==> src/design/ceam_pkg.sv <==
// Shared types, constants and helpers of the cluster extent allocator and mapper.
// Used by the RAM-backed datapath, the controller and the top level.
`default_nettype none

package ceam_pkg;

    localparam int MAX_ENTRIES         = 12;
    // Sector and cluster sizes must be powers of two.
    localparam int SECTOR_BYTES        = 512;
    localparam int SECTORS_PER_CLUSTER = 8;

    localparam int CLUSTER_BYTES = SECTOR_BYTES * SECTORS_PER_CLUSTER;
    localparam int CLUSTER_SHIFT = $clog2(CLUSTER_BYTES);
    localparam int SECTOR_SHIFT  = $clog2(SECTOR_BYTES);
    localparam int SPC_SHIFT     = $clog2(SECTORS_PER_CLUSTER);
    localparam int SPC_MASK      = SECTORS_PER_CLUSTER - 1;

    localparam int IDX_W  = (MAX_ENTRIES > 1) ? $clog2(MAX_ENTRIES) : 1;
    localparam int CNT_W  = $clog2(MAX_ENTRIES + 1);
    localparam int SEL_W  = 4;
    localparam int CMP_W  = (CNT_W > SEL_W) ? CNT_W : SEL_W;
    localparam int LEN_W  = 10;
    localparam int BOFF_W = 9;
    localparam int LSUM_W = $clog2(SECTOR_BYTES) + 2;

    localparam logic [1:0] CFG_AREA_START = 2'd0;
    localparam logic [1:0] CFG_AREA_END   = 2'd1;
    localparam logic [1:0] CFG_HEAP_SECT  = 2'd2;
    localparam logic [1:0] CFG_HEAP_CLUS  = 2'd3;

    typedef logic [31:0]              word_t;
    typedef logic [32:0]              wide_t;
    typedef logic [IDX_W-1:0]         idx_t;
    typedef logic [CNT_W-1:0]         cnt_t;
    typedef logic [SEL_W-1:0]         sel_t;
    typedef logic [CMP_W-1:0]         cmp_t;
    typedef logic [LEN_W-1:0]         len_t;
    typedef logic [BOFF_W-1:0]        boff_t;
    typedef logic [LSUM_W-1:0]        lsum_t;
    typedef logic [CLUSTER_SHIFT-1:0] incl_t;

    typedef enum logic [1:0] {
        CMD_ALLOC  = 2'd0,
        CMD_RESIZE = 2'd1,
        CMD_LOOKUP = 2'd2
    } cmd_t;

    typedef enum logic [2:0] {
        ST_OK        = 3'd0,
        ST_NO_SPACE  = 3'd1,
        ST_NO_ENTRY  = 3'd2,
        ST_NO_GROW   = 3'd3,
        ST_BAD_ENTRY = 3'd4,
        ST_UNMAPPED  = 3'd5,
        ST_PAST_END  = 3'd6
    } status_t;

    typedef enum logic [3:0] {
        DP_NONE,
        DP_LATCH,
        DP_BAD_CMD,
        DP_A_NEED,
        DP_A_COMMIT,
        DP_R_BAD,
        DP_R_CALC,
        DP_R_CHK,
        DP_R_FIN,
        DP_L_PREP,
        DP_L_CLUS,
        DP_L_UNMAP,
        DP_L_CAPTURE,
        DP_L_OFFS,
        DP_L_FIN
    } dp_op_t;

    typedef struct packed {
        word_t first;
        word_t size;
        wide_t end_cluster;
    } entry_t;

    localparam int ENTRY_W = $bits(entry_t);

    typedef struct packed {
        dp_op_t op;
        logic   scan;
        idx_t   scan_idx;
        idx_t   match_idx;
    } ctrl_t;

    typedef struct packed {
        cmd_t cmd;
        logic sel_bad;
        cnt_t count;
        logic below;
        logic hit;
    } stat_t;

    typedef struct packed {
        status_t status;
        word_t   alloc_cluster;
        sel_t    matched_entry;
        word_t   file_pos;
        len_t    copy_length;
        len_t    fill_length;
    } result_t;

    function automatic wide_t clusters_for(word_t bytes);
        return wide_t'((wide_t'(bytes) + wide_t'(CLUSTER_BYTES - 1)) >> CLUSTER_SHIFT);
    endfunction

endpackage

`default_nettype wire

==> src/design/ceam_ram.sv <==
// Generic single-port-write, single-port-read RAM with registered read data.
// No dependencies.
`default_nettype none

module ceam_ram #(
    parameter int WIDTH = 8,
    parameter int DEPTH = 16,
    parameter int AW    = (DEPTH > 1) ? $clog2(DEPTH) : 1
) (
    input  wire logic             clk,
    input  wire logic             we,
    input  wire logic [AW-1:0]    waddr,
    input  wire logic [WIDTH-1:0] wdata,
    input  wire logic [AW-1:0]    raddr,
    output logic      [WIDTH-1:0] rdata
);

    logic [WIDTH-1:0] mem [DEPTH];

    always_ff @(posedge clk)
    begin
        if (we)
        begin
            mem[waddr] <= wdata;
        end
        rdata <= mem[raddr];
    end

endmodule

`default_nettype wire

==> src/design/ceam_dpath.sv <==
// Datapath: configuration registers, bump pointer, extent table RAM and
// the arithmetic of allocate, resize and lookup. Uses ceam_pkg and ceam_ram.
`default_nettype none

module ceam_dpath (
    input  wire logic                 clk,
    input  wire logic                 rst_n,
    input  wire logic                 cfg_we,
    input  wire logic [1:0]           cfg_index,
    input  wire logic [31:0]          cfg_data,
    input  wire logic [1:0]           command,
    input  wire logic [31:0]          req_bytes,
    input  wire logic [3:0]           entry_select,
    input  wire logic [31:0]          sector_address,
    input  wire logic [8:0]           byte_offset,
    input  wire logic [9:0]           read_length,
    input  wire ceam_pkg::ctrl_t      ctrl,
    output ceam_pkg::stat_t           stat,
    output ceam_pkg::result_t         result
);

    ceam_pkg::word_t   area_end_reg;
    ceam_pkg::word_t   heap_sect_reg;
    ceam_pkg::word_t   heap_clus_reg;
    ceam_pkg::word_t   nfc_reg;
    ceam_pkg::cnt_t    count_reg;

    ceam_pkg::cmd_t    cmd_reg;
    ceam_pkg::word_t   size_reg;
    ceam_pkg::sel_t    sel_reg;
    ceam_pkg::word_t   lba_reg;
    ceam_pkg::boff_t   boff_reg;
    ceam_pkg::len_t    len_in_reg;

    ceam_pkg::wide_t   need_reg;
    ceam_pkg::wide_t   have_reg;
    ceam_pkg::wide_t   add_reg;
    ceam_pkg::wide_t   end_new_reg;
    ceam_pkg::word_t   first_reg;
    ceam_pkg::word_t   hsize_reg;
    logic              grow_reg;
    logic              more_reg;
    logic              last_reg;
    ceam_pkg::lsum_t   len_reg;
    logic              below_reg;
    ceam_pkg::word_t   rel_reg;
    ceam_pkg::wide_t   cluster_reg;
    ceam_pkg::incl_t   incl_reg;
    ceam_pkg::word_t   fo_reg;
    ceam_pkg::idx_t    match_reg;
    ceam_pkg::result_t result_reg;

    logic                          ram_we;
    ceam_pkg::idx_t                ram_waddr;
    ceam_pkg::entry_t              ram_wentry;
    ceam_pkg::idx_t                ram_raddr;
    logic [ceam_pkg::ENTRY_W-1:0]  ram_rdata;
    ceam_pkg::entry_t              rd_entry;

    ceam_pkg::wide_t   alloc_sum;
    logic              alloc_full;
    logic              table_full;
    ceam_pkg::wide_t   grow_sum;
    logic              grow_refused;
    ceam_pkg::lsum_t   len_sum;
    ceam_pkg::word_t   remain;
    ceam_pkg::lsum_t   take_len;
    ceam_pkg::wide_t   clus_diff;

    assign rd_entry  = ceam_pkg::entry_t'(ram_rdata);
    assign ram_raddr = ctrl.scan ? ctrl.scan_idx : ceam_pkg::idx_t'(sel_reg);

    assign alloc_sum  = ceam_pkg::wide_t'(nfc_reg) + need_reg;
    assign alloc_full = alloc_sum >= ceam_pkg::wide_t'(area_end_reg);
    assign table_full = count_reg >= ceam_pkg::cnt_t'(ceam_pkg::MAX_ENTRIES);

    assign grow_sum     = ceam_pkg::wide_t'(nfc_reg) + add_reg;
    assign grow_refused = grow_reg && more_reg &&
                          !(last_reg && (grow_sum <= ceam_pkg::wide_t'(area_end_reg)));

    assign len_sum   = ceam_pkg::lsum_t'(boff_reg) + ceam_pkg::lsum_t'(len_in_reg);
    assign remain    = hsize_reg - fo_reg;
    assign take_len  = (remain < ceam_pkg::word_t'(len_reg)) ? ceam_pkg::lsum_t'(remain)
                                                             : len_reg;
    assign clus_diff = cluster_reg - ceam_pkg::wide_t'(first_reg);

    assign stat.cmd     = cmd_reg;
    assign stat.sel_bad = ceam_pkg::cmp_t'(sel_reg) >= ceam_pkg::cmp_t'(count_reg);
    assign stat.count   = count_reg;
    assign stat.below   = below_reg;
    assign stat.hit     = (ceam_pkg::wide_t'(rd_entry.first) <= cluster_reg) &&
                          (cluster_reg < rd_entry.end_cluster);

    assign result = result_reg;

    always_comb
    begin
        ram_we     = 1'b0;
        ram_waddr  = ceam_pkg::idx_t'(sel_reg);
        ram_wentry = '{first: first_reg, size: size_reg, end_cluster: end_new_reg};
        case (ctrl.op)
            ceam_pkg::DP_A_COMMIT:
            begin
                ram_we     = !alloc_full && !table_full;
                ram_waddr  = ceam_pkg::idx_t'(count_reg);
                ram_wentry = '{first: nfc_reg, size: size_reg, end_cluster: alloc_sum};
            end
            ceam_pkg::DP_R_FIN:
            begin
                ram_we = !grow_refused;
            end
            default:
            begin
                ram_we = 1'b0;
            end
        endcase
    end

    ceam_ram #(
        .WIDTH (ceam_pkg::ENTRY_W),
        .DEPTH (ceam_pkg::MAX_ENTRIES)
    ) u_table (
        .clk   (clk),
        .we    (ram_we),
        .waddr (ram_waddr),
        .wdata (ram_wentry),
        .raddr (ram_raddr),
        .rdata (ram_rdata)
    );

    always_ff @(posedge clk or negedge rst_n)
    begin
        if (!rst_n)
        begin
            area_end_reg   <= 32'd0;
            heap_sect_reg  <= 32'd0;
            heap_clus_reg  <= 32'd2;
            nfc_reg        <= 32'd2;
            count_reg      <= '0;
        end
        else if (cfg_we)
        begin
            case (cfg_index)
                ceam_pkg::CFG_AREA_START:
                begin
                    nfc_reg        <= cfg_data;
                end
                ceam_pkg::CFG_AREA_END:  area_end_reg  <= cfg_data;
                ceam_pkg::CFG_HEAP_SECT: heap_sect_reg <= cfg_data;
                ceam_pkg::CFG_HEAP_CLUS: heap_clus_reg <= cfg_data;
                default:                 area_end_reg  <= area_end_reg;
            endcase
        end
        else
        begin
            case (ctrl.op)
                ceam_pkg::DP_A_COMMIT:
                begin
                    if (!alloc_full && !table_full)
                    begin
                        nfc_reg   <= ceam_pkg::word_t'(alloc_sum);
                        count_reg <= count_reg + ceam_pkg::cnt_t'(1);
                    end
                end
                ceam_pkg::DP_R_FIN:
                begin
                    if (!grow_refused && grow_reg && more_reg)
                    begin
                        nfc_reg <= ceam_pkg::word_t'(grow_sum);
                    end
                end
                default:
                begin
                    nfc_reg <= nfc_reg;
                end
            endcase
        end
    end

    always_ff @(posedge clk)
    begin
        case (ctrl.op)
            ceam_pkg::DP_LATCH:
            begin
                cmd_reg    <= ceam_pkg::cmd_t'(command);
                size_reg   <= req_bytes;
                sel_reg    <= entry_select;
                lba_reg    <= sector_address;
                boff_reg   <= byte_offset;
                len_in_reg <= read_length;
            end
            ceam_pkg::DP_BAD_CMD:
            begin
                result_reg <= '{ceam_pkg::ST_BAD_ENTRY, '0, '0, '0, '0, '0};
            end
            ceam_pkg::DP_A_NEED:
            begin
                need_reg <= ceam_pkg::clusters_for(size_reg);
            end
            ceam_pkg::DP_A_COMMIT:
            begin
                if (alloc_full)
                begin
                    result_reg <= '{ceam_pkg::ST_NO_SPACE, '0, '0, '0, '0, '0};
                end
                else if (table_full)
                begin
                    result_reg <= '{ceam_pkg::ST_NO_ENTRY, '0, '0, '0, '0, '0};
                end
                else
                begin
                    result_reg <= '{ceam_pkg::ST_OK, nfc_reg,
                                    ceam_pkg::sel_t'(count_reg), '0, '0, '0};
                end
            end
            ceam_pkg::DP_R_BAD:
            begin
                result_reg <= '{ceam_pkg::ST_BAD_ENTRY, '0, sel_reg, '0, '0, '0};
            end
            ceam_pkg::DP_R_CALC:
            begin
                first_reg <= rd_entry.first;
                grow_reg  <= size_reg > rd_entry.size;
                need_reg  <= ceam_pkg::clusters_for(size_reg);
                have_reg  <= ceam_pkg::clusters_for(rd_entry.size);
            end
            ceam_pkg::DP_R_CHK:
            begin
                add_reg     <= need_reg - have_reg;
                more_reg    <= need_reg > have_reg;
                last_reg    <= (ceam_pkg::wide_t'(first_reg) + have_reg) ==
                               ceam_pkg::wide_t'(nfc_reg);
                end_new_reg <= ceam_pkg::wide_t'(first_reg) + need_reg;
            end
            ceam_pkg::DP_R_FIN:
            begin
                if (grow_refused)
                begin
                    result_reg <= '{ceam_pkg::ST_NO_GROW, '0, sel_reg, '0, '0, '0};
                end
                else
                begin
                    result_reg <= '{ceam_pkg::ST_OK, '0, sel_reg, '0, '0, '0};
                end
            end
            ceam_pkg::DP_L_PREP:
            begin
                if (len_sum > ceam_pkg::lsum_t'(ceam_pkg::SECTOR_BYTES))
                begin
                    len_reg <= ceam_pkg::lsum_t'(ceam_pkg::SECTOR_BYTES) -
                               ceam_pkg::lsum_t'(boff_reg);
                end
                else
                begin
                    len_reg <= ceam_pkg::lsum_t'(len_in_reg);
                end
                below_reg <= lba_reg < heap_sect_reg;
                rel_reg   <= lba_reg - heap_sect_reg;
            end
            ceam_pkg::DP_L_CLUS:
            begin
                cluster_reg <= ceam_pkg::wide_t'(rel_reg >> ceam_pkg::SPC_SHIFT) +
                               ceam_pkg::wide_t'(heap_clus_reg);
                incl_reg    <= ceam_pkg::incl_t'((rel_reg & ceam_pkg::word_t'(ceam_pkg::SPC_MASK))
                                                 << ceam_pkg::SECTOR_SHIFT) |
                               ceam_pkg::incl_t'(boff_reg);
            end
            ceam_pkg::DP_L_UNMAP:
            begin
                result_reg <= '{ceam_pkg::ST_UNMAPPED, '0, '0, '0, '0,
                                ceam_pkg::len_t'(len_reg)};
            end
            ceam_pkg::DP_L_CAPTURE:
            begin
                first_reg <= rd_entry.first;
                hsize_reg <= rd_entry.size;
                match_reg <= ctrl.match_idx;
            end
            ceam_pkg::DP_L_OFFS:
            begin
                fo_reg <= ceam_pkg::word_t'(clus_diff << ceam_pkg::CLUSTER_SHIFT) |
                          ceam_pkg::word_t'(incl_reg);
            end
            ceam_pkg::DP_L_FIN:
            begin
                if (fo_reg >= hsize_reg)
                begin
                    result_reg <= '{ceam_pkg::ST_PAST_END, '0, ceam_pkg::sel_t'(match_reg),
                                    '0, '0, ceam_pkg::len_t'(len_reg)};
                end
                else
                begin
                    result_reg <= '{ceam_pkg::ST_OK, '0, ceam_pkg::sel_t'(match_reg), fo_reg,
                                    ceam_pkg::len_t'(take_len),
                                    ceam_pkg::len_t'(len_reg - take_len)};
                end
            end
            default:
            begin
                result_reg <= result_reg;
            end
        endcase
    end

endmodule

`default_nettype wire

==> src/design/ceam_ctrl.sv <==
// Controller: sequences each request through the datapath and walks the
// extent table on lookup. Uses ceam_pkg.
`default_nettype none

module ceam_ctrl (
    input  wire logic            clk,
    input  wire logic            rst_n,
    input  wire logic            start,
    input  wire ceam_pkg::stat_t stat,
    output ceam_pkg::ctrl_t      ctrl,
    output logic                 busy,
    output logic                 done
);

    typedef enum logic [3:0] {
        S_IDLE,
        S_DISPATCH,
        S_A_NEED,
        S_A_COMMIT,
        S_R_CALC,
        S_R_CHK,
        S_R_FIN,
        S_L_PREP,
        S_L_CLUS,
        S_L_SCAN,
        S_L_OFFS,
        S_L_FIN
    } state_t;

    state_t          state_reg;
    logic            busy_reg;
    logic            done_reg;
    ceam_pkg::cnt_t  scan_idx_reg;
    logic            pend_reg;
    ceam_pkg::idx_t  pend_idx_reg;
    logic            more_scan;

    assign busy      = busy_reg;
    assign done      = done_reg;
    assign more_scan = scan_idx_reg < stat.count;

    always_comb
    begin
        ctrl.op        = ceam_pkg::DP_NONE;
        ctrl.scan      = state_reg == S_L_SCAN;
        ctrl.scan_idx  = ceam_pkg::idx_t'(scan_idx_reg);
        ctrl.match_idx = pend_idx_reg;
        case (state_reg)
            S_IDLE:
            begin
                if (start)
                begin
                    ctrl.op = ceam_pkg::DP_LATCH;
                end
            end
            S_DISPATCH:
            begin
                case (stat.cmd)
                    ceam_pkg::CMD_ALLOC:  ctrl.op = ceam_pkg::DP_NONE;
                    ceam_pkg::CMD_RESIZE: ctrl.op = stat.sel_bad ? ceam_pkg::DP_R_BAD
                                                                 : ceam_pkg::DP_NONE;
                    ceam_pkg::CMD_LOOKUP: ctrl.op = ceam_pkg::DP_NONE;
                    default:              ctrl.op = ceam_pkg::DP_BAD_CMD;
                endcase
            end
            S_A_NEED:   ctrl.op = ceam_pkg::DP_A_NEED;
            S_A_COMMIT: ctrl.op = ceam_pkg::DP_A_COMMIT;
            S_R_CALC:   ctrl.op = ceam_pkg::DP_R_CALC;
            S_R_CHK:    ctrl.op = ceam_pkg::DP_R_CHK;
            S_R_FIN:    ctrl.op = ceam_pkg::DP_R_FIN;
            S_L_PREP:   ctrl.op = ceam_pkg::DP_L_PREP;
            S_L_CLUS:   ctrl.op = stat.below ? ceam_pkg::DP_L_UNMAP : ceam_pkg::DP_L_CLUS;
            S_L_SCAN:
            begin
                if (pend_reg && stat.hit)
                begin
                    ctrl.op = ceam_pkg::DP_L_CAPTURE;
                end
                else if (!more_scan)
                begin
                    ctrl.op = ceam_pkg::DP_L_UNMAP;
                end
            end
            S_L_OFFS:   ctrl.op = ceam_pkg::DP_L_OFFS;
            S_L_FIN:    ctrl.op = ceam_pkg::DP_L_FIN;
            default:    ctrl.op = ceam_pkg::DP_NONE;
        endcase
    end

    always_ff @(posedge clk or negedge rst_n)
    begin
        if (!rst_n)
        begin
            state_reg    <= S_IDLE;
            busy_reg     <= 1'b0;
            done_reg     <= 1'b0;
            scan_idx_reg <= '0;
            pend_reg     <= 1'b0;
            pend_idx_reg <= '0;
        end
        else
        begin
            done_reg <= 1'b0;
            case (state_reg)
                S_IDLE:
                begin
                    if (start)
                    begin
                        busy_reg  <= 1'b1;
                        state_reg <= S_DISPATCH;
                    end
                end
                S_DISPATCH:
                begin
                    case (stat.cmd)
                        ceam_pkg::CMD_ALLOC:
                        begin
                            state_reg <= S_A_NEED;
                        end
                        ceam_pkg::CMD_RESIZE:
                        begin
                            if (stat.sel_bad)
                            begin
                                done_reg  <= 1'b1;
                                busy_reg  <= 1'b0;
                                state_reg <= S_IDLE;
                            end
                            else
                            begin
                                state_reg <= S_R_CALC;
                            end
                        end
                        ceam_pkg::CMD_LOOKUP:
                        begin
                            state_reg <= S_L_PREP;
                        end
                        default:
                        begin
                            done_reg  <= 1'b1;
                            busy_reg  <= 1'b0;
                            state_reg <= S_IDLE;
                        end
                    endcase
                end
                S_A_NEED:   state_reg <= S_A_COMMIT;
                S_R_CALC:   state_reg <= S_R_CHK;
                S_R_CHK:    state_reg <= S_R_FIN;
                S_L_PREP:   state_reg <= S_L_CLUS;
                S_L_CLUS:
                begin
                    if (stat.below)
                    begin
                        done_reg  <= 1'b1;
                        busy_reg  <= 1'b0;
                        state_reg <= S_IDLE;
                    end
                    else
                    begin
                        scan_idx_reg <= '0;
                        pend_reg     <= 1'b0;
                        state_reg    <= S_L_SCAN;
                    end
                end
                S_L_SCAN:
                begin
                    if (pend_reg && stat.hit)
                    begin
                        state_reg <= S_L_OFFS;
                    end
                    else if (more_scan)
                    begin
                        pend_reg     <= 1'b1;
                        pend_idx_reg <= ceam_pkg::idx_t'(scan_idx_reg);
                        scan_idx_reg <= scan_idx_reg + ceam_pkg::cnt_t'(1);
                    end
                    else
                    begin
                        pend_reg  <= 1'b0;
                        done_reg  <= 1'b1;
                        busy_reg  <= 1'b0;
                        state_reg <= S_IDLE;
                    end
                end
                S_L_OFFS:   state_reg <= S_L_FIN;
                S_A_COMMIT, S_R_FIN, S_L_FIN:
                begin
                    done_reg  <= 1'b1;
                    busy_reg  <= 1'b0;
                    state_reg <= S_IDLE;
                end
                default:
                begin
                    busy_reg  <= 1'b0;
                    state_reg <= S_IDLE;
                end
            endcase
        end
    end

endmodule

`default_nettype wire

==> src/design/cluster_extent_allocator_mapper_core.sv <==
// Top level of the cluster extent allocator and sector-read mapper.
// Depends on ceam_pkg, ceam_ctrl, ceam_dpath (and through it ceam_ram).
//
// A request is taken when start is high and busy is low; its one result appears
// with done high for a single cycle and cannot be held off, so capture it then.
// Allocate and resize each step through their own states; a resize of a bad entry
// and an unused command end right after dispatch. Lookup walks the table RAM one
// entry per cycle through its single read port: it ends early for a sector below
// the heap start, stops at the first entry that holds the cluster, and on a miss
// reads every entry in use (twelve at most).
// A new request may be given in the cycle done is high.
// Configuration writes are taken at any time but belong while busy is low.
`default_nettype none

module cluster_extent_allocator_mapper_core (
    input  wire logic        clk,
    input  wire logic        rst_n,
    input  wire logic        start,
    output logic             busy,
    output logic             done,
    input  wire logic        cfg_we,
    input  wire logic [1:0]  cfg_index,
    input  wire logic [31:0] cfg_data,
    input  wire logic [1:0]  command,
    input  wire logic [31:0] req_bytes,
    input  wire logic [3:0]  entry_select,
    input  wire logic [31:0] sector_address,
    input  wire logic [8:0]  byte_offset,
    input  wire logic [9:0]  read_length,
    output logic      [2:0]  status,
    output logic      [31:0] alloc_cluster,
    output logic      [3:0]  matched_entry,
    output logic      [31:0] file_pos,
    output logic      [9:0]  copy_length,
    output logic      [9:0]  fill_length
);

    ceam_pkg::ctrl_t   ctrl;
    ceam_pkg::stat_t   stat;
    ceam_pkg::result_t result;

    ceam_ctrl u_ctrl (
        .clk   (clk),
        .rst_n (rst_n),
        .start (start),
        .stat  (stat),
        .ctrl  (ctrl),
        .busy  (busy),
        .done  (done)
    );

    ceam_dpath u_dpath (
        .clk            (clk),
        .rst_n          (rst_n),
        .cfg_we         (cfg_we),
        .cfg_index      (cfg_index),
        .cfg_data       (cfg_data),
        .command        (command),
        .req_bytes      (req_bytes),
        .entry_select   (entry_select),
        .sector_address (sector_address),
        .byte_offset    (byte_offset),
        .read_length    (read_length),
        .ctrl           (ctrl),
        .stat           (stat),
        .result         (result)
    );

    assign status        = result.status;
    assign alloc_cluster = result.alloc_cluster;
    assign matched_entry = result.matched_entry;
    assign file_pos      = result.file_pos;
    assign copy_length   = result.copy_length;
    assign fill_length   = result.fill_length;

endmodule

`default_nettype wire
==> config.mk <==
export PLATFORM = sky130hd
export DESIGN_NAME = cluster_extent_allocator_mapper_core
export DESIGN_NICKNAME = d
export VERILOG_FILES = /design/src/design/ceam_pkg.sv /design/src/design/ceam_ram.sv /design/src/design/ceam_dpath.sv /design/src/design/ceam_ctrl.sv /design/src/design/cluster_extent_allocator_mapper_core.sv
export SDC_FILE = /design/constraint.sdc
export NUM_CORES = 2
export LEC_CHECK = 0
export BUFFER_PORTS_ARGS = -buffer_cell sky130_fd_sc_hd__buf_2
export CAP_MARGIN = 25
export CELL_PAD_IN_SITES_DETAIL_PLACEMENT = 0
export CELL_PAD_IN_SITES_GLOBAL_PLACEMENT = 1
export CORE_MARGIN = 2
export CORE_UTILIZATION = 57
export CTS_CLUSTER_DIAMETER = 30
export DETAILED_ROUTE_END_ITERATION = 10
export PLACE_DENSITY_LB_ADDON = 0.1
export SLEW_MARGIN = 20
export SYNTH_ARGS = -nofsm -noshare
export SYNTH_HDL_FRONTEND = slang
export SYNTH_SLANG_ARGS = --single-unit
==> constraint.sdc <==
create_clock -name clk -period 17.2 [get_ports clk]
set_input_delay 3.44 -clock clk [delete_from_list [all_inputs] [get_ports clk]]
set_output_delay 3.44 -clock clk [all_outputs]
set_load 0.02 [all_outputs]
## Yosys cells after proc, flatten, opt, wreduce, memory -nomap -nowiden

Memories as Yosys holds them, arrays and structs flattened. A register that Yosys moved wholly into a read port is not among the register bits.
Cells that the tools add are included.

- $add $sub $neg: 16
- Order comparisons: 13
- Equal/unequal tests: 43
- Multiplexer cells: 53
- Bitwise logic cells: 5
- Reductions and logical operators: 33

Operators by type and width:

| kind | number |
|---|---|
| one-hot mux 91 bit (6 select lines) | 1 |
| 2-to-1 mux 91 bit | 2 |
| 2-to-1 mux 90 bit | 2 |
| 2-to-1 mux 32 bit | 4 |
| adder 32 x 21 -> 33 bit | 3 |
| 2-to-1 mux 97 bit | 1 |
| adder 32 x 12 -> 33 bit (second input constant) | 2 |
| one-hot mux 32 bit (2 select lines) | 1 |
| subtractor 32 bit | 2 |
| one-hot mux 4 bit (12 select lines) | 1 |
| equality test 4 bit (second input constant) | 11 |
| 2-to-1 mux 4 bit | 11 |
| one-hot mux 4 bit (9 select lines) | 1 |
| adder 29 x 32 -> 33 bit | 1 |
| adder 32 x 33 -> 33 bit | 1 |
| equality test 33 x 32 -> 1 bit | 1 |
| >= comparator 33 x 32 -> 1 bit | 1 |
| <= comparator 32 x 33 -> 1 bit | 1 |
| <= comparator 33 x 32 -> 1 bit | 1 |
| less-than comparator 33 bit | 1 |
| equality test 4 x 3 -> 1 bit (second input constant) | 8 |
| >= comparator 32 bit | 1 |
| > comparator 32 bit | 1 |
| less-than comparator 32 x 11 -> 1 bit | 1 |
| 45 further kinds | 103 |

- Register bits: 627
- RAM bits: 1164
- Word-level logic and storage cells: 204
- Memories: 1

Memory list:

| name | depth | bits a word | read ports | clocked after Yosys merged registers in | write ports | line | text |
|---|---|---|---|---|---|---|---|
| u_dpath.u_table.mem | 12 | 97 | 1 | 1 | 1 | ceam_ram.sv:18 | `logic [WIDTH-1:0] mem [DEPTH];` |

## Longest topological paths before layout

- Word-level depth: 11
- Depth in mapped cells: 34

## Modules after synthesis

Synthesis repeated with hierarchy kept, for this count alone.

- Cell total of the unflattened synthesis: 5928
- Area, all modules: 85991.2 sq um

By module, submodules not included:

| module | instances | cells an instance | area an instance (sq um) | seq. area each (sq um) |
|---|---|---|---|---|
| ceam_ram | 1 | 1972 | 45486.1 | 36895.4 |
| ceam_dpath | 1 | 3839 | 39474.1 | 17359.1 |
| ceam_ctrl | 1 | 117 | 1031.0 | 375.4 |

## Least setup slack after synthesis

No wires, ideal clock.

- Path type: register -> register
- Start point: register u_dpath.nfc_reg[0]
- End point: memory u_dpath.u_table.mem[10][0] (netlist name) (enable)
- Arrival: 8.861 ns
- Data required time: 16.646 ns
- Slack: 7.785 ns
- Cell stages (with the launch flop): 21
- Buffers on the path: 0
- Cells stage by stage: dfrtp_1 > ha_1 > fa_1 > a21o_1 > a21o_1 > a2111oi_4 > o32ai_1 > a32oi_1 > a31oi_1 > a211oi_1 > o21ai_0 > xnor2_1 > ha_1 > a2111oi_0 > nand2_1 > a2111oi_0 > o31ai_1 > a21oi_2 > o21a_1 > o22ai_1 > nor2_1

- Longest elaborated chain between the ends: 9

RTL lines:

| item | line | text |
|---|---|---|
| from (decl) | ceam_dpath.sv:25 | `ceam_pkg::word_t nfc_reg;` |
| from (signal assigned) | ceam_dpath.sv:146 | `nfc_reg <= cfg_data;` |
| from (signal assigned) | ceam_dpath.sv:161 | `nfc_reg <= ceam_pkg::word_t'(alloc_sum);` |
| from (signal assigned) | ceam_dpath.sv:169 | `nfc_reg <= ceam_pkg::word_t'(grow_sum);` |
| adder 32 x 33 -> 33 bit | ceam_dpath.sv:77 | `assign grow_sum = ceam_pkg::wide_t'(nfc_reg) + add_reg;` |
| <= comparator 33 x 32 -> 1 bit | ceam_dpath.sv:79 | `!(last_reg && (grow_sum <= ceam_pkg::wide_t'(area_end_reg)));` |
| logical AND 1 bit | ceam_dpath.sv:79 |  |
| logical NOT 1 bit | ceam_dpath.sv:79 |  |
| logical AND 1 bit | ceam_dpath.sv:78 | `assign grow_refused = grow_reg && more_reg &&` |
| logical NOT 1 bit | ceam_dpath.sv:110 | `ram_we = !grow_refused;` |
| one-hot mux 1 bit (2 select lines) * | ceam_dpath.sv:101 | `case (ctrl.op)` |
| 2-to-1 mux 1 bit * | ceam_ram.sv:22 | `if (we)` |
| 2-to-1 mux 1 bit (not written as such) * | ceam_ram.sv:24 | `mem[waddr] <= wdata;` |
| to (decl) | ceam_ram.sv:18 |  |

Mark *: on every way between the ends. The rest lies on a longest branch, timed or not.

## Worst setup path after layout

- Start point: register u_dpath.nfc_reg[1]
- End point: memory u_dpath.u_table.mem[6][25] (netlist name) (enable)

The elaborated chain is that of the path after synthesis.

==> impl_metrics.py <==
metrics = {
    "run_status": {
        "outcome": "completed",
    },
    "floorplanning": {
        "rows": 142,
        "die-area_um2": 154000,
        "io_pins": 220,
        "core_um2": 150000,
        "die_height_um": 392,
        "die_x_um": 392,
        "start_util_pct": 57.4,
    },
    "global_route": {
        "antenna_found_initial": 24,
        "grt_max_degree": 140,
        "grt_usage_pct": 32.7,
        "first_global_vias": 54000,
        "grt_overflow": 0,
        "grt_pass1_wl_mm": 363,
    },
    "route": {
        "route.detailed.drc": 0,
        "antenna_left": 0,
        "drt_iter0_drc": 5646,
        "vias": 54100,
        "drt_wl_total_mm": 251,
        "vias_per_cell": 6.16,
        "first_pass_iters": 6,
        "wire_per_inst_um": 28.6,
    },
    "synth": {
        "ys_seq_area_share_pct": 63.6,
        "syn_inst": 5912,
        "synthTopCellsByArea": "edfxtp_1 (57%), mux4_2 (7.7%), ha_1 (6.2%)",
        "ys_ff_latch": 1876,
        "yosys.area.top_type": "edfxtp_1",
        "avgSynthCellArea_um2": 14.5,
        "yosys_warnings": 0,
        "synthArstFlopShare_pct": 7.84,
        "netlist_area_um2": 85900,
        "synth_flop_cell": "edfxtp_1",
        "syn_nets": 6475,
        "synth_edf_count": 1632,
        "yosysUniqueCellTypes": 91,
        "netlist.area_leader.share_pct": 57.0,
    },
    "critical_path": {
        "cp.arrival_ns": 8.93,
        "worstPathRequired_ns": 17.73,
        "startpoint_type": "flip-flop",
        "crit_type": "reg -> reg",
        "cp-end-kind": "flip-flop",
        "crit_path_max_fanout": 52,
    },
    "clocking": {
        "clkLatencyLatePin_ns": 0.95,
        "cts.htree.levels": 5,
        "clkSinkCount": 1876,
        "post-cts-setup-buffers": 0,
        "root_buffer": "clkbuf_16",
        "cts.repair.resized": 0,
        "hold_buffers": 0,
        "clkSlewWorstSetupHoldPaths_ns": 0.05,
        "cts_buffers": 390,
        "cts_tree": "done",
        "cts_buffer_depth": 4,
    },
    "timing": {
        "rsz0062_at_grt": "no",
        "max_slew_margin_pct": 17.9,
        "fmax_mhz": 119,
        "hold_violations": 0,
        "setup_tns_ns": 0,
        "skew_ns": 0.0944,
        "worst_pin_slew_ns": 1.23,
        "drv_slew": 0,
        "fin_crit_ns": 8.40,
        "setup_violations": 0,
        "period_share_pct": 48.8,
    },
    "layout": {
        "area_growth_pct": 20.8,
        "drive_gt1_share_pct": 21.4,
        "fin_util_pct": 69.3,
        "largest_register_ffs": 1164,
        "fin_nets": 7006,
    },
    "job": {
        "drv_cap": 0,
    },
    "pwr": {
        "total_leakage_power_nw": 39.7,
        "ir_drop_mv": 0.148,
        "p_per_area_nw_per_um2": 189,
    },
    "hold_path": {
        "min-delay-path-class": "reg -> reg",
    },
    "placed_design": {
        "io_buffers": 219,
        "dp.final_hpwl_mm": 166,
        "gp_congestion": 0.965,
    },
}
[metrics by stage]
step	hold slack [ns]	instances	setup WS [ns]	total power [mW]	cell area, µm²
4_1_cts	0.409	8774	8.90	19.6	104000
3_3_place_gp	0.407	8055	9.03	11.7	89800
2_1_floorplan	0.400	5912	7.79	9.83	85900
3_5_place_dp	0.405	8060	8.88	11.7	89900
5_1_grt	0.417	8783	8.32	20.4	104000
6_report	0.408	8784	8.80	19.7	104000
[path summary, 6_finish.rpt]
path / from / to / slack (ns) / cells past startpoint
max in group asynchronous: rst_n / u_dpath.nfc_reg[10]$_DFFE_PN0P_ / 13.07 / 2
worst max-delay path: u_dpath.nfc_reg[1]$_DFFE_PN1P_ / u_dpath.u_table.mem[6][25]$_DFFE_PP_ / 8.80 / 24
worst min register to register: u_dpath.incl_reg[11]$_DFFE_PN_ / u_dpath.fo_reg[11]$_DFFE_PN_ / 0.41 / 0
worst max register to register: u_dpath.nfc_reg[1]$_DFFE_PN1P_ / u_dpath.u_table.mem[6][25]$_DFFE_PP_ / 8.80 / 24
min in group asynchronous: rst_n / u_dpath.heap_sect_reg[17]$_DFFE_PN0P_ / 2.59 / 1
worst min-delay path: u_dpath.incl_reg[11]$_DFFE_PN_ / u_dpath.fo_reg[11]$_DFFE_PN_ / 0.41 / 0
[report_power, final]
group | internal [mW] | switching (mW)
Combinational | 1.98 | 3.30
Clock | 5.38 | 2.47
Sequential | 5.91 | 0.612
Total | 13.3 | 6.38
[layer usage]
metal  share of wire (%)  vias to the layer above  track usage [%]
li1                    -                    23700                -
met1                  41                    27300             45.4
met2                  47                     2570             51.1
met3                 8.2                      454             6.05
met4                 4.2                        8             14.1
met5               0.020                        -                0
[cells in the mapped netlist (all sizes together), types with 86 or more instances]
| master | n |
|---|---|
| edfxtp | 1632 |
| xnor2 | 198 |
| a21oi | 350 |
| o21ai | 216 |
| mux4 | 292 |
| mux2 | 114 |
| xor2 | 86 |
| dfrtp | 145 |
| ha | 425 |
| clkbuf | 130 |
| a21o | 140 |
| dfxtp | 97 |
| nor2 | 381 |
| inv | 351 |
| nand2 | 392 |
| mux2i | 112 |
[worst max-delay path: stages (launching register included)]
cell       delay (ns)
dfstp_2          0.65
ha_1             0.27
a21o_1           0.16
a21oi_1          0.23
nand2b_1         0.21
a2111oi_0        0.14
buf_4            0.19
o311ai_0         0.77
a21oi_1          0.21
o21bai_1         0.50
nor2_1           0.12
xor2_1           0.31
ha_1             0.31
nor2b_1          0.14
o21ai_0          0.26
nand2_1          0.10
a2111oi_0        0.42
a21boi_0         0.32
nor3_2           0.26
buf_4            0.24
o22ai_1          0.11
buf_4            0.22
nor2_4           0.37
buf_4            0.59
buf_4            0.82
[cell usage in the layout (no fill, tap or decap), drive strengths merged, types with 42 or more instances in the layout]
| master | netlist | final |
|---|---|---|
| a21o | 140 | 140 |
| a21oi | 350 | 350 |
| and2 | 46 | 46 |
| buf | 56 | 324 |
| bufinv | 0 | 69 |
| clkbuf | 130 | 475 |
| clkinv | 0 | 112 |
| dfrtp | 145 | 145 |
| dfxtp | 97 | 97 |
| edfxtp | 1632 | 1632 |
| ha | 425 | 425 |
| inv | 351 | 378 |
| mux2 | 114 | 114 |
| mux2i | 112 | 112 |
| mux4 | 292 | 292 |
| nand2 | 392 | 392 |
| nand2b | 42 | 42 |
| nand3 | 64 | 64 |
| nand4 | 66 | 66 |
| nor2 | 381 | 381 |
| nor2b | 52 | 52 |
| nor3 | 64 | 64 |
| o21ai | 216 | 216 |
| xnor2 | 198 | 198 |
| xor2 | 86 | 86 |
[layout make-up]
class	instances	area [µm²]
diodes	3	7.51
clock inverters	240	3300
well taps	2016	2520
inverters	351	1320
repair buffers	325	2020
multi-input cells	3499	29500
flip-flops and latches	1876	54600
fillers	9977	46000
clock buffers	474	10500
[cells by family (layout without fill, tap and decap cells)]
kind of cell / after synthesis / in the layout / share of synthesized area (%)
DFF: 1876 / 1876 / 63.6
buffers and inverters: 537 / 1390 / 2.38
adders and majority gates: 436 / 436 / 6.45
xor gates and xnor gates: 284 / 284 / 2.90
other: 0 / 3 / 0
and+or+nand+nor: 1241 / 1241 / 6.73
muxes: 518 / 518 / 10.5
AOI/OAI and AO/OA: 1020 / 1020 / 7.51
Note: power is estimated with default switching activity, not from simulation.
